## config.mk

```make
export PLATFORM = sky130hd
export DESIGN_NAME = grid_color_pattern_generator
export DESIGN_NICKNAME = d
export VERILOG_FILES = /design/src/rtl/core/gcpg_pkg.sv /design/src/rtl/core/grid_color_pattern_generator.sv
export SDC_FILE = /design/constraint.sdc
export NUM_CORES = 2
export LEC_CHECK = 0
export ABC_AREA = 1
export ABC_CLOCK_PERIOD_IN_PS = 7500
export BUFFER_PORTS_ARGS = -buffer_cell sky130_fd_sc_hd__buf_2
export CAP_MARGIN = 20
export CORE_MARGIN = 3
export CORE_UTILIZATION = 46
export CTS_BUF_LIST = sky130_fd_sc_hd__clkbuf_2 sky130_fd_sc_hd__clkbuf_4 sky130_fd_sc_hd__clkbuf_8
export DETAILED_ROUTE_END_ITERATION = 8
export PLACE_DENSITY_LB_ADDON = 0.05
export SLEW_MARGIN = 30
export SYNTH_ARGS = -nofsm -noshare
export SYNTH_HDL_FRONTEND = slang
export SYNTH_SLANG_ARGS = --single-unit
```

## constraint.sdc

```tcl
create_clock -name clk_i -period 7.5 [get_ports clk_i]
set_input_delay 1.125 -clock clk_i [delete_from_list [all_inputs] [get_ports clk_i]]
set_output_delay 1.125 -clock clk_i [all_outputs]
set_load 0.05 [all_outputs]
```

## src/rtl/core/gcpg_pkg.sv

```systemverilog
package gcpg_pkg;

  // Coordinate arithmetic width; origins and sums wrap here
  localparam int unsigned COORD_BITS = 11;

  localparam int unsigned PIX_W     = 11;
  localparam int unsigned RECT_W    = 8;
  localparam int unsigned SIZE_W    = 11;
  localparam int unsigned COLOR_W   = 32;
  localparam int unsigned BPP_W     = 6;
  localparam int unsigned STEP_W    = 8;
  localparam int unsigned LAYOUT_W  = 30;
  localparam int unsigned FIELD_W   = 5;
  localparam int unsigned CFG_IDX_W = 3;
  localparam int unsigned CFG_DAT_W = 32;

  localparam int unsigned PROD_W    = 2 * RECT_W;          // row * rectangles
  localparam int unsigned ADV_W     = RECT_W + 1;          // col + row
  localparam int unsigned CH_PROD_W = ADV_W + STEP_W;      // advance * step
  localparam int unsigned IDX_PROD_W = PROD_W + STEP_W;    // cell index * step

  localparam logic [RECT_W-1:0]   RECT_RST   = RECT_W'(1);
  localparam logic [SIZE_W-1:0]   WIDTH_RST  = SIZE_W'(1);
  localparam logic [SIZE_W-1:0]   HEIGHT_RST = SIZE_W'(1);
  localparam logic [BPP_W-1:0]    BPP_RST    = BPP_W'(8);

  typedef enum logic [CFG_IDX_W-1:0] {
    CFG_RECTANGLES     = 3'd0,
    CFG_CELL_WIDTH     = 3'd1,
    CFG_CELL_HEIGHT    = 3'd2,
    CFG_COLOR_MODEL    = 3'd3,
    CFG_BITS_PER_PIXEL = 3'd4,
    CFG_FIRST_COLOR    = 3'd5,
    CFG_COLOR_STEP     = 3'd6,
    CFG_CHANNEL_LAYOUT = 3'd7
  } cfg_reg_e;

  typedef struct packed {
    logic [RECT_W-1:0] row;
    logic [RECT_W-1:0] col;
    logic [PIX_W-1:0]  x;
    logic [PIX_W-1:0]  y;
    logic              last;
  } s1_t;

  typedef struct packed {
    logic [PROD_W-1:0]    row_rect;
    logic [RECT_W-1:0]    col;
    logic [CH_PROD_W-1:0] red_adv;
    logic [CH_PROD_W-1:0] green_adv;
    logic [CH_PROD_W-1:0] blue_adv;
    logic [PIX_W-1:0]     x;
    logic [PIX_W-1:0]     y;
    logic                 last;
  } s2_t;

  typedef struct packed {
    logic [IDX_PROD_W-1:0] idx_prod;
    logic [COLOR_W-1:0]    direct;
    logic [PIX_W-1:0]      x;
    logic [PIX_W-1:0]      y;
    logic                  last;
  } s3_t;

  function automatic logic [COLOR_W-1:0] bpp_mask(input logic [BPP_W-1:0] bpp);
    logic [COLOR_W-1:0] m;
    if (bpp >= BPP_W'(COLOR_W)) begin
      m = '1;
    end else begin
      m = (COLOR_W'(1) << bpp[FIELD_W-1:0]) - COLOR_W'(1);
    end
    return m;
  endfunction

  // One packed channel: start from its field of first, add, wrap, place
  function automatic logic [COLOR_W-1:0] channel(
    input logic [COLOR_W-1:0]   first,
    input logic [FIELD_W-1:0]   size,
    input logic [FIELD_W-1:0]   pos,
    input logic [CH_PROD_W-1:0] adv
  );
    logic [COLOR_W-1:0] m;
    logic [COLOR_W-1:0] start;
    logic [COLOR_W-1:0] v;
    m     = (COLOR_W'(1) << size) - COLOR_W'(1);
    start = (first >> pos) & m;
    v     = (start + COLOR_W'(adv)) & m;
    return v << pos;
  endfunction

endpackage

```

## src/rtl/core/grid_color_pattern_generator.sv

```systemverilog
// Grid colour test pattern source. Each accepted request yields one pixel write
// (x, y, colour, frame_last) walking a rectangles x rectangles grid of cells in
// row-major order, lines top to bottom and pixels left to right inside a cell;
// restart_i returns the walk to the first pixel before that pixel is produced.
// One request is taken per clock and one pixel leaves per clock while nothing
// stalls; each request passes through four register stages in order (walk
// position, cell index product, index times step, output), the depth being set
// by the colour path. Configuration writes are always ready and must be
// issued only while no pixel is in flight.
module grid_color_pattern_generator (
  input  logic                               clk_i,
  input  logic                               rst_ni,
  input  logic                               in_valid_i,
  output logic                               in_stall_o,
  input  logic                               restart_i,
  output logic                               out_valid_o,
  input  logic                               out_stall_i,
  output logic [gcpg_pkg::PIX_W-1:0]         pixel_x_o,
  output logic [gcpg_pkg::PIX_W-1:0]         pixel_y_o,
  output logic [gcpg_pkg::COLOR_W-1:0]       pixel_color_o,
  output logic                               frame_last_o,
  input  logic                               cfg_valid_i,
  output logic                               cfg_ready_o,
  input  logic [gcpg_pkg::CFG_IDX_W-1:0]     cfg_index_i,
  input  logic [gcpg_pkg::CFG_DAT_W-1:0]     cfg_data_i
);

  localparam int unsigned CW = gcpg_pkg::COORD_BITS;
  localparam int unsigned RW = gcpg_pkg::RECT_W;
  localparam int unsigned SW = gcpg_pkg::SIZE_W;
  localparam int unsigned FW = gcpg_pkg::FIELD_W;

  // Configuration registers
  logic [RW-1:0]                     rect_q;
  logic [SW-1:0]                     cell_w_q;
  logic [SW-1:0]                     cell_h_q;
  logic                              model_q;
  logic [gcpg_pkg::BPP_W-1:0]        bpp_q;
  logic [gcpg_pkg::COLOR_W-1:0]      first_q;
  logic [gcpg_pkg::STEP_W-1:0]       step_q;
  logic [gcpg_pkg::LAYOUT_W-1:0]     layout_q;

  assign cfg_ready_o = 1'b1;

  always_ff @(posedge clk_i or negedge rst_ni) begin
    if (!rst_ni) begin
      rect_q   <= gcpg_pkg::RECT_RST;
      cell_w_q <= gcpg_pkg::WIDTH_RST;
      cell_h_q <= gcpg_pkg::HEIGHT_RST;
      model_q  <= 1'b0;
      bpp_q    <= gcpg_pkg::BPP_RST;
      first_q  <= '0;
      step_q   <= '0;
      layout_q <= '0;
    end else if (cfg_valid_i && cfg_ready_o) begin
      case (gcpg_pkg::cfg_reg_e'(cfg_index_i))
        gcpg_pkg::CFG_RECTANGLES:     rect_q   <= cfg_data_i[RW-1:0];
        gcpg_pkg::CFG_CELL_WIDTH:     cell_w_q <= cfg_data_i[SW-1:0];
        gcpg_pkg::CFG_CELL_HEIGHT:    cell_h_q <= cfg_data_i[SW-1:0];
        gcpg_pkg::CFG_COLOR_MODEL:    model_q  <= cfg_data_i[0];
        gcpg_pkg::CFG_BITS_PER_PIXEL: bpp_q    <= cfg_data_i[gcpg_pkg::BPP_W-1:0];
        gcpg_pkg::CFG_FIRST_COLOR:    first_q  <= cfg_data_i[gcpg_pkg::COLOR_W-1:0];
        gcpg_pkg::CFG_COLOR_STEP:     step_q   <= cfg_data_i[gcpg_pkg::STEP_W-1:0];
        gcpg_pkg::CFG_CHANNEL_LAYOUT: layout_q <= cfg_data_i[gcpg_pkg::LAYOUT_W-1:0];
        default: ;
      endcase
    end
  end

  // Zero sizes act as one
  logic [RW-1:0] rect_eff;
  logic [SW-1:0] w_eff;
  logic [SW-1:0] h_eff;
  assign rect_eff = (rect_q == '0) ? RW'(1) : rect_q;
  assign w_eff    = (cell_w_q == '0) ? SW'(1) : cell_w_q;
  assign h_eff    = (cell_h_q == '0) ? SW'(1) : cell_h_q;

  // Pipeline handshake: each stage fills when empty or when it moves on
  logic s1_v_q, s2_v_q, s3_v_q, out_v_q;
  logic out_rdy, s3_rdy, s2_rdy, s1_rdy, in_acc;

  assign out_rdy    = !out_v_q || !out_stall_i;
  assign s3_rdy     = !s3_v_q || out_rdy;
  assign s2_rdy     = !s2_v_q || s3_rdy;
  assign s1_rdy     = !s1_v_q || s2_rdy;
  assign in_acc     = in_valid_i && s1_rdy;
  assign in_stall_o = !s1_rdy;

  always_ff @(posedge clk_i or negedge rst_ni) begin
    if (!rst_ni) begin
      s1_v_q  <= 1'b0;
      s2_v_q  <= 1'b0;
      s3_v_q  <= 1'b0;
      out_v_q <= 1'b0;
    end else begin
      if (s1_rdy)  s1_v_q  <= in_valid_i;
      if (s2_rdy)  s2_v_q  <= s1_v_q;
      if (s3_rdy)  s3_v_q  <= s2_v_q;
      if (out_rdy) out_v_q <= s3_v_q;
    end
  end

  // Walk position
  logic [RW-1:0] row_q, col_q, row_d, col_d;
  logic [SW-1:0] line_q, pix_q, line_d, pix_d;
  logic [CW-1:0] org_x_q, org_y_q, org_x_d, org_y_d;

  logic [RW-1:0] cur_row, cur_col;
  logic [SW-1:0] cur_line, cur_pix;
  logic [CW-1:0] cur_org_x, cur_org_y;
  logic          end_px, end_ln, end_col, end_row;
  logic [CW-1:0] x_c, y_c;
  gcpg_pkg::s1_t s1_d, s1_q;

  always_comb begin
    cur_row   = restart_i ? '0 : row_q;
    cur_col   = restart_i ? '0 : col_q;
    cur_line  = restart_i ? '0 : line_q;
    cur_pix   = restart_i ? '0 : pix_q;
    cur_org_x = restart_i ? '0 : org_x_q;
    cur_org_y = restart_i ? '0 : org_y_q;

    end_px  = ({1'b0, cur_pix} + (SW + 1)'(1)) >= {1'b0, w_eff};
    end_ln  = ({1'b0, cur_line} + (SW + 1)'(1)) >= {1'b0, h_eff};
    end_col = ({1'b0, cur_col} + (RW + 1)'(1)) >= {1'b0, rect_eff};
    end_row = ({1'b0, cur_row} + (RW + 1)'(1)) >= {1'b0, rect_eff};

    x_c = cur_org_x + CW'(cur_pix);
    y_c = cur_org_y + CW'(cur_line);

    s1_d.row  = cur_row;
    s1_d.col  = cur_col;
    s1_d.x    = gcpg_pkg::PIX_W'(x_c);
    s1_d.y    = gcpg_pkg::PIX_W'(y_c);
    s1_d.last = end_px && end_ln && end_col && end_row;

    row_d   = cur_row;
    col_d   = cur_col;
    line_d  = cur_line;
    pix_d   = cur_pix;
    org_x_d = cur_org_x;
    org_y_d = cur_org_y;
    if (!end_px) begin
      pix_d = cur_pix + SW'(1);
    end else begin
      pix_d = '0;
      if (!end_ln) begin
        line_d = cur_line + SW'(1);
      end else begin
        line_d = '0;
        if (!end_col) begin
          col_d   = cur_col + RW'(1);
          org_x_d = cur_org_x + CW'(w_eff);
        end else begin
          col_d   = '0;
          org_x_d = '0;
          if (!end_row) begin
            row_d   = cur_row + RW'(1);
            org_y_d = cur_org_y + CW'(h_eff);
          end else begin
            row_d   = '0;
            org_y_d = '0;
          end
        end
      end
    end
  end

  always_ff @(posedge clk_i or negedge rst_ni) begin
    if (!rst_ni) begin
      row_q   <= '0;
      col_q   <= '0;
      line_q  <= '0;
      pix_q   <= '0;
      org_x_q <= '0;
      org_y_q <= '0;
    end else if (in_acc) begin
      row_q   <= row_d;
      col_q   <= col_d;
      line_q  <= line_d;
      pix_q   <= pix_d;
      org_x_q <= org_x_d;
      org_y_q <= org_y_d;
    end
  end

  always_ff @(posedge clk_i) begin
    if (in_acc) s1_q <= s1_d;
  end

  // Stage 2: per-axis products
  gcpg_pkg::s2_t s2_d, s2_q;
  logic [gcpg_pkg::ADV_W-1:0] adv_sum;

  always_comb begin
    adv_sum        = gcpg_pkg::ADV_W'(s1_q.col) + gcpg_pkg::ADV_W'(s1_q.row);
    s2_d.row_rect  = s1_q.row * rect_eff;
    s2_d.col       = s1_q.col;
    s2_d.red_adv   = s1_q.col * step_q;
    s2_d.green_adv = s1_q.row * step_q;
    s2_d.blue_adv  = adv_sum * step_q;
    s2_d.x         = s1_q.x;
    s2_d.y         = s1_q.y;
    s2_d.last      = s1_q.last;
  end

  always_ff @(posedge clk_i) begin
    if (s2_rdy && s1_v_q) s2_q <= s2_d;
  end

  // Stage 3: cell index times step, packed direct colour
  gcpg_pkg::s3_t s3_d, s3_q;
  logic [gcpg_pkg::PROD_W-1:0] cell_idx;

  always_comb begin
    cell_idx      = s2_q.row_rect + gcpg_pkg::PROD_W'(s2_q.col);
    s3_d.idx_prod = cell_idx * step_q;
    s3_d.direct   =
      gcpg_pkg::channel(first_q, layout_q[0*FW +: FW], layout_q[3*FW +: FW], s2_q.red_adv) |
      gcpg_pkg::channel(first_q, layout_q[1*FW +: FW], layout_q[4*FW +: FW], s2_q.green_adv) |
      gcpg_pkg::channel(first_q, layout_q[2*FW +: FW], layout_q[5*FW +: FW], s2_q.blue_adv);
    s3_d.x        = s2_q.x;
    s3_d.y        = s2_q.y;
    s3_d.last     = s2_q.last;
  end

  always_ff @(posedge clk_i) begin
    if (s3_rdy && s2_v_q) s3_q <= s3_d;
  end

  // Output register
  logic [gcpg_pkg::COLOR_W-1:0] color_d;
  assign color_d = model_q ? s3_q.direct
                 : (first_q + gcpg_pkg::COLOR_W'(s3_q.idx_prod)) & gcpg_pkg::bpp_mask(bpp_q);

  always_ff @(posedge clk_i) begin
    if (out_rdy && s3_v_q) begin
      pixel_x_o     <= s3_q.x;
      pixel_y_o     <= s3_q.y;
      pixel_color_o <= color_d;
      frame_last_o  <= s3_q.last;
    end
  end

  assign out_valid_o = out_v_q;

  // An empty output register never holds back requests
  a_no_stall_when_drained: assert property (
    @(posedge clk_i) disable iff (!rst_ni) !out_v_q |-> !in_stall_o
  ) else $error("request stalled with an empty output register");

  // A restart request produces the first pixel of the grid
  a_restart_origin: assert property (
    @(posedge clk_i) disable iff (!rst_ni) in_acc && restart_i |=>
      s1_q.row == '0 && s1_q.col == '0 && s1_q.x == '0 && s1_q.y == '0
  ) else $error("restart did not return to the first pixel");

  // After the last pixel of the frame the walk is back at the start
  a_frame_wrap: assert property (
    @(posedge clk_i) disable iff (!rst_ni) in_acc && s1_d.last |=>
      row_q == '0 && col_q == '0 && line_q == '0 && pix_q == '0 &&
      org_x_q == '0 && org_y_q == '0
  ) else $error("walk did not wrap after the last pixel");

endmodule
```

== Word-level counts from Yosys, hierarchy flattened ==
Index checks and enable logic that the tools add are counted.

* Shifts and indexed selects: 10
* $add $sub $neg: 22
* Reduce and logical (&&, ||, !) cells: 29
* Multiply operators: 5
* $lt $le $gt $ge: 5
* Bitwise gates (word level): 9
* Muxes and demuxes: 28
* Equal/unequal tests: 7

{| class="wikitable"
|+ Operators by type and width
! cell !! count
|-
| $and 32x32->32 || 7
|-
| $mux 11 || 16
|-
| $shl 1x5->32 const A || 4
|-
| $sub 32x2->32 const B || 4
|-
| $shl 32x5->32 || 3
|-
| $shr 32x5->32 || 3
|-
| $mux 8 || 10
|-
| $add 32x16->32 || 2
|-
| $mux 32 || 2
|-
| $or 32x32->32 || 2
|-
| $mul 8x8->16 || 3
|-
| $add 11x11->11 || 4
|-
| $add 32x17->32 || 1
|-
| $add 32x24->32 || 1
|-
| $add 11x1->12 const B || 2
|-
| $ge 12x11->1 || 2
|-
| $mul 16x8->24 || 1
|-
| $add 11x1->11 const B || 2
|-
| $logic_not 11->1 || 2
|-
| $add 8x1->9 const B || 2
|-
| $ge 9x8->1 || 2
|-
| $mul 9x8->17 || 1
|-
| $add 16x8->16 || 1
|-
| $add 8x1->8 const B || 2
|-
| other kinds (11) || 36
|}

* Input port bits: 41
* Register bits after elaboration: 440

== Logic depth before layout (Yosys ltp) ==
* Depth in word-level cells: 8
* Gate-level depth with buffers: 36
* Gate-level depth less buffers: 36

== Worst setup path after synthesis ==
Ideal clock, no wire load.

* Kind: register -> register
* Start point: register s2_q[74] in the netlist's numbering
* End point: register s3_q[78] in the netlist's numbering, data pin
* Arrival time: 5.719 ns
* Period minus slack after synthesis: 5.990 ns
* Cell stages (with the launch flop): 31
* Slack: 1.510 ns
* Data required time: 7.229 ns
* Cells stage by stage: edfxtp_1 > ha_1 > inv_1 > fa_1 > o21ai_0 > a31oi_1 > or2_2 > nand2_1 > a21oi_1 > nor2_1 > nand3_1 > nor2_1 > xor2_1 > nor2_1 > fa_1 > fa_1 > fa_1 > inv_1 > fa_1 > inv_1 > ha_1 > nand2_1 > inv_1 > nand2_1 > nand2_1 > nand2_1 > nand2_1 > nand2_1 > nand2_1 > a221oi_1 > xor2_1

{| class="wikitable"
|+ RTL lines
! item !! line !! RTL
|-
| start, declared || grid_color_pattern_generator.sv:192 || <nowiki>gcpg_pkg::s2_t s2_d, s2_q;</nowiki>
|-
| start signal, assigned || grid_color_pattern_generator.sv:208 || <nowiki>if (s2_rdy && s1_v_q) s2_q <= s2_d;</nowiki>
|-
| end signal, assigned || grid_color_pattern_generator.sv:228 || <nowiki>if (s3_rdy && s2_v_q) s3_q <= s3_d;</nowiki>
|-
| end, declared || grid_color_pattern_generator.sv:212 || <nowiki>gcpg_pkg::s3_t s3_d, s3_q;</nowiki>
|}

==> qor.yml <==
cts:
  postCtsSetupBuffers: 0
  cts_buffers: 84
  root_buffer: "clkbuf_8"
  clk-insertion-delay-late_ps: 750
  ctsLongestPathBuffers: 3
  clkTransAtPathRegs_ps: 60
  cts_htree_levels: 3
  clock-sinks: 440
  holdBufCountCts: 0
  cts_tree: "yes"
  post_cts_resized: 0
power_and_ir_drop:
  power_density_nw_per_um2: 421
  p_int_w: 0.0102
  clockPowerShare: 0.116
  p_leak_nw: 27.0
  pwr-share-seq: 0.198
  total_power_w: 0.0224
  ir_drop_mv: 0.321
  power_switching_w: 0.0122
  swShare: 0.543
  pwr-share-comb: 0.687
global_routing:
  top_usage_layer: "met2"
  grt_pass1_wl_um: 274000
  grt_pass1_vias: 45630
  antenna_found_initial: 14
  grtUsageMet2: 0.519
  grt_max_degree: 113
  grt_util_all_layers: 0.315
  grtUsageMet3: 0.0456
  overflow: 0
  use_met1: 0.422
critical_path:
  slowest_stage: "fa_1"
  slowest_delay_ps: 530
  arrival_ps: 6910
  cp.required_ps: 7940
  critPathCaptureType: "flop"
  crit_type: "reg -> reg"
  path_max_fanout: 8
  crit_path_frequent_cell: "nand2_1"
  startpoint_type: "flop"
final_layout:
  final_common_cell: "nand2_1"
  layout_common_cells: "nand2_1, inv_1, nand3_1, nor2_1, o21ai_0"
  area_growth_pct: 6.32
  nNetsFinal: 7712
  drive_gt1_frac: 0.0678
  final_cells: 8545
floorplanning:
  die_x_um: 336
  core_area_sq_um: 108000
  rows: 120
  die-height_um: 336
  pin_count: 99
  die-area_sq_um: 113000
  initial_core_util: 0.465
detailed_routing:
  dr_total_vias: 47905
  viasPerCell: 5.61
  drt-initial-drc-count: 4481
  drcViolationCount: 0
  routedWlPerCell_um: 20.9
  drt_pass1_iterations: 8
  totalWireLength_um: 179000
  ant_nets: 0
synthesis:
  syn_area_per_cell_sq_um: 6.99
  yosys_warnings: 0
  synthCells: 7161
  synth-seq-area-share: 0.247
  async_flop_share: 0.389
  ys_ff_latch: 440
  synth-main-ff-cell: "edfxtp_1"
  synth_edf_count: 269
  syn_area_sq_um: 50000
  synth_cell_types: 74
  syn-num-nets: 7810
outcome:
  status: "completed"
placement:
  gp_congestion: 1.01
  io_buffers: 97
  dpl.cell_count: 8380
  dp_hpwl_um: 141000
sta:
  clock-skew-final_ps: 59.8
  max_freq_mhz: 155
  finalSetupViolations: 0
  slew_viol_final: 0
  fin_tns_setup_ps: 0
  post-route-min-period_ps: 6470
  maxSlewHeadroom: 0.332
  tightest_slew_ps: 1000
  fin_crit_sh: 0.863
  hold_viol_final: 0
  rsz0062_at_grt: "no"
run:
  maxCapViolations: 0
worst_hold_path:
  hold_path_class: "reg -> reg"
[cell type report]
class / count / area, sq um
fill: 11162 / 54300
tap: 1403 / 1760
multi-input combinational: 5350 / 32400
clock buffer: 118 / 1470
sequential: 440 / 12400
clock inverter: 39 / 349
inverter: 1025 / 3850
timing repair buffer: 162 / 995
antenna: 8 / 20.0
[stage by stage]
stage | setup slack [ps] | area (sq um) | hold WS [ps] | utilization
floorplan | 1510 | 50000 | 400 | -
global placement | 1030 | 51400 | 401 | 0.478
detailed placement | 1010 | 51400 | 405 | 0.478
CTS | 973 | 53200 | 361 | 0.495
global route | 315 | 53200 | 398 | 0.495
finish | 1030 | 53200 | 411 | 0.495
[synthesized netlist by cell type, drive strengths merged, types with 7 or more instances]
cell type     n  area share
a31oi        28      0.0035
nand4        91       0.012
o211ai       64      0.0097
a211oi       24      0.0036
o21ai       444       0.044
o21bai       20      0.0030
nand3b       12      0.0021
mux2i        32      0.0064
nor2        652       0.052
nor3         56      0.0063
o311ai        8      0.0016
ha          364       0.091
nand2      1744        0.13
fa          244       0.098
nand3       864       0.088
edfxtp      269        0.16
xnor2        62       0.011
nor4         14      0.0018
inv        1019       0.076
o22ai        17      0.0021
a21boi       10      0.0015
clkbuf      214       0.016
a22oi         9      0.0014
or2          38      0.0048
buf         132       0.013
xor2        130       0.023
a221oi       21      0.0037
o31ai         7      0.0011
dfrtp       167       0.084
a21oi       330       0.033
a21o         14      0.0021
and2         12      0.0015
[per-layer routing]
layer / share of wire / wire [um]
met1: 0.43 / 76800
met4: 0.039 / 6990
met3: 0.067 / 12000
met5: 0.00017 / 30
met2: 0.46 / 82700
[registers in the layout, summed over array words and instances, names as in the netlist, 11 cells and up]
name and cells:
first_q 32, s1_q 39, pixel_x_o 11, pix_q 11, line_q 11, org_x_q 11, cell_w_q 11, pixel_color_o 32
layout_q 30, s2_q 96, pixel_y_o 11, cell_h_q 11, org_y_q 11, s3_q 79
[worst max-delay path: cells and delay by family, from the launching register on]
family,cells,cell delay [ps]
AOI/OAI and AO/OA,4,820
xor gates and xnor gates,2,610
adders and majority gates,7,2860
buffers and inverters,4,190
DFF,1,320
and+or+nand+nor,12,1390
[power by group through the flow]
stage	logic [W]	clock network [W]	registers [W]
detailed placement	0.0152	0	0.00445
global placement	0.0151	0	0.00444
CTS	0.0153	0.00267	0.00440
floorplan	0.0110	0	0.00421
global route	0.0173	0.00277	0.00447
finish	0.0154	0.00259	0.00443
[worst paths after layout]
check | slack (ps) | startpoint | depth (start not counted) | endpoint
worst max-delay path | 1030 | s2_q[74]$_DFFE_PP_ | 29 | s3_q[78]$_DFFE_PP_
worst min-delay path | 410 | s2_q[14]$_DFFE_PP_ | 0 | s3_q[14]$_DFFE_PP_
worst max register to register | 1030 | s2_q[74]$_DFFE_PP_ | 29 | s3_q[78]$_DFFE_PP_
worst min register to register | 410 | s2_q[14]$_DFFE_PP_ | 0 | s3_q[14]$_DFFE_PP_
max in group asynchronous | 5900 | rst_ni | 2 | step_q[4]$_DFFE_PN0P_
min in group asynchronous | 420 | rst_ni | 1 | first_q[16]$_DFFE_PN0P_
[kinds of logic (layout without fill, tap and decap cells)]
logic type,count (synthesis),in the layout,share of synthesized area
simple gates,3493,3493,0.302
fa+ha+maj,608,608,0.189
xor+xnor,192,192,0.0336
flops,440,440,0.247
mux,38,38,0.00775
other cells,1,9,0.0000749
compound gates,1018,1018,0.115
buf+inv,1371,1344,0.106
Note: power is estimated with default switching activity, not from simulation.
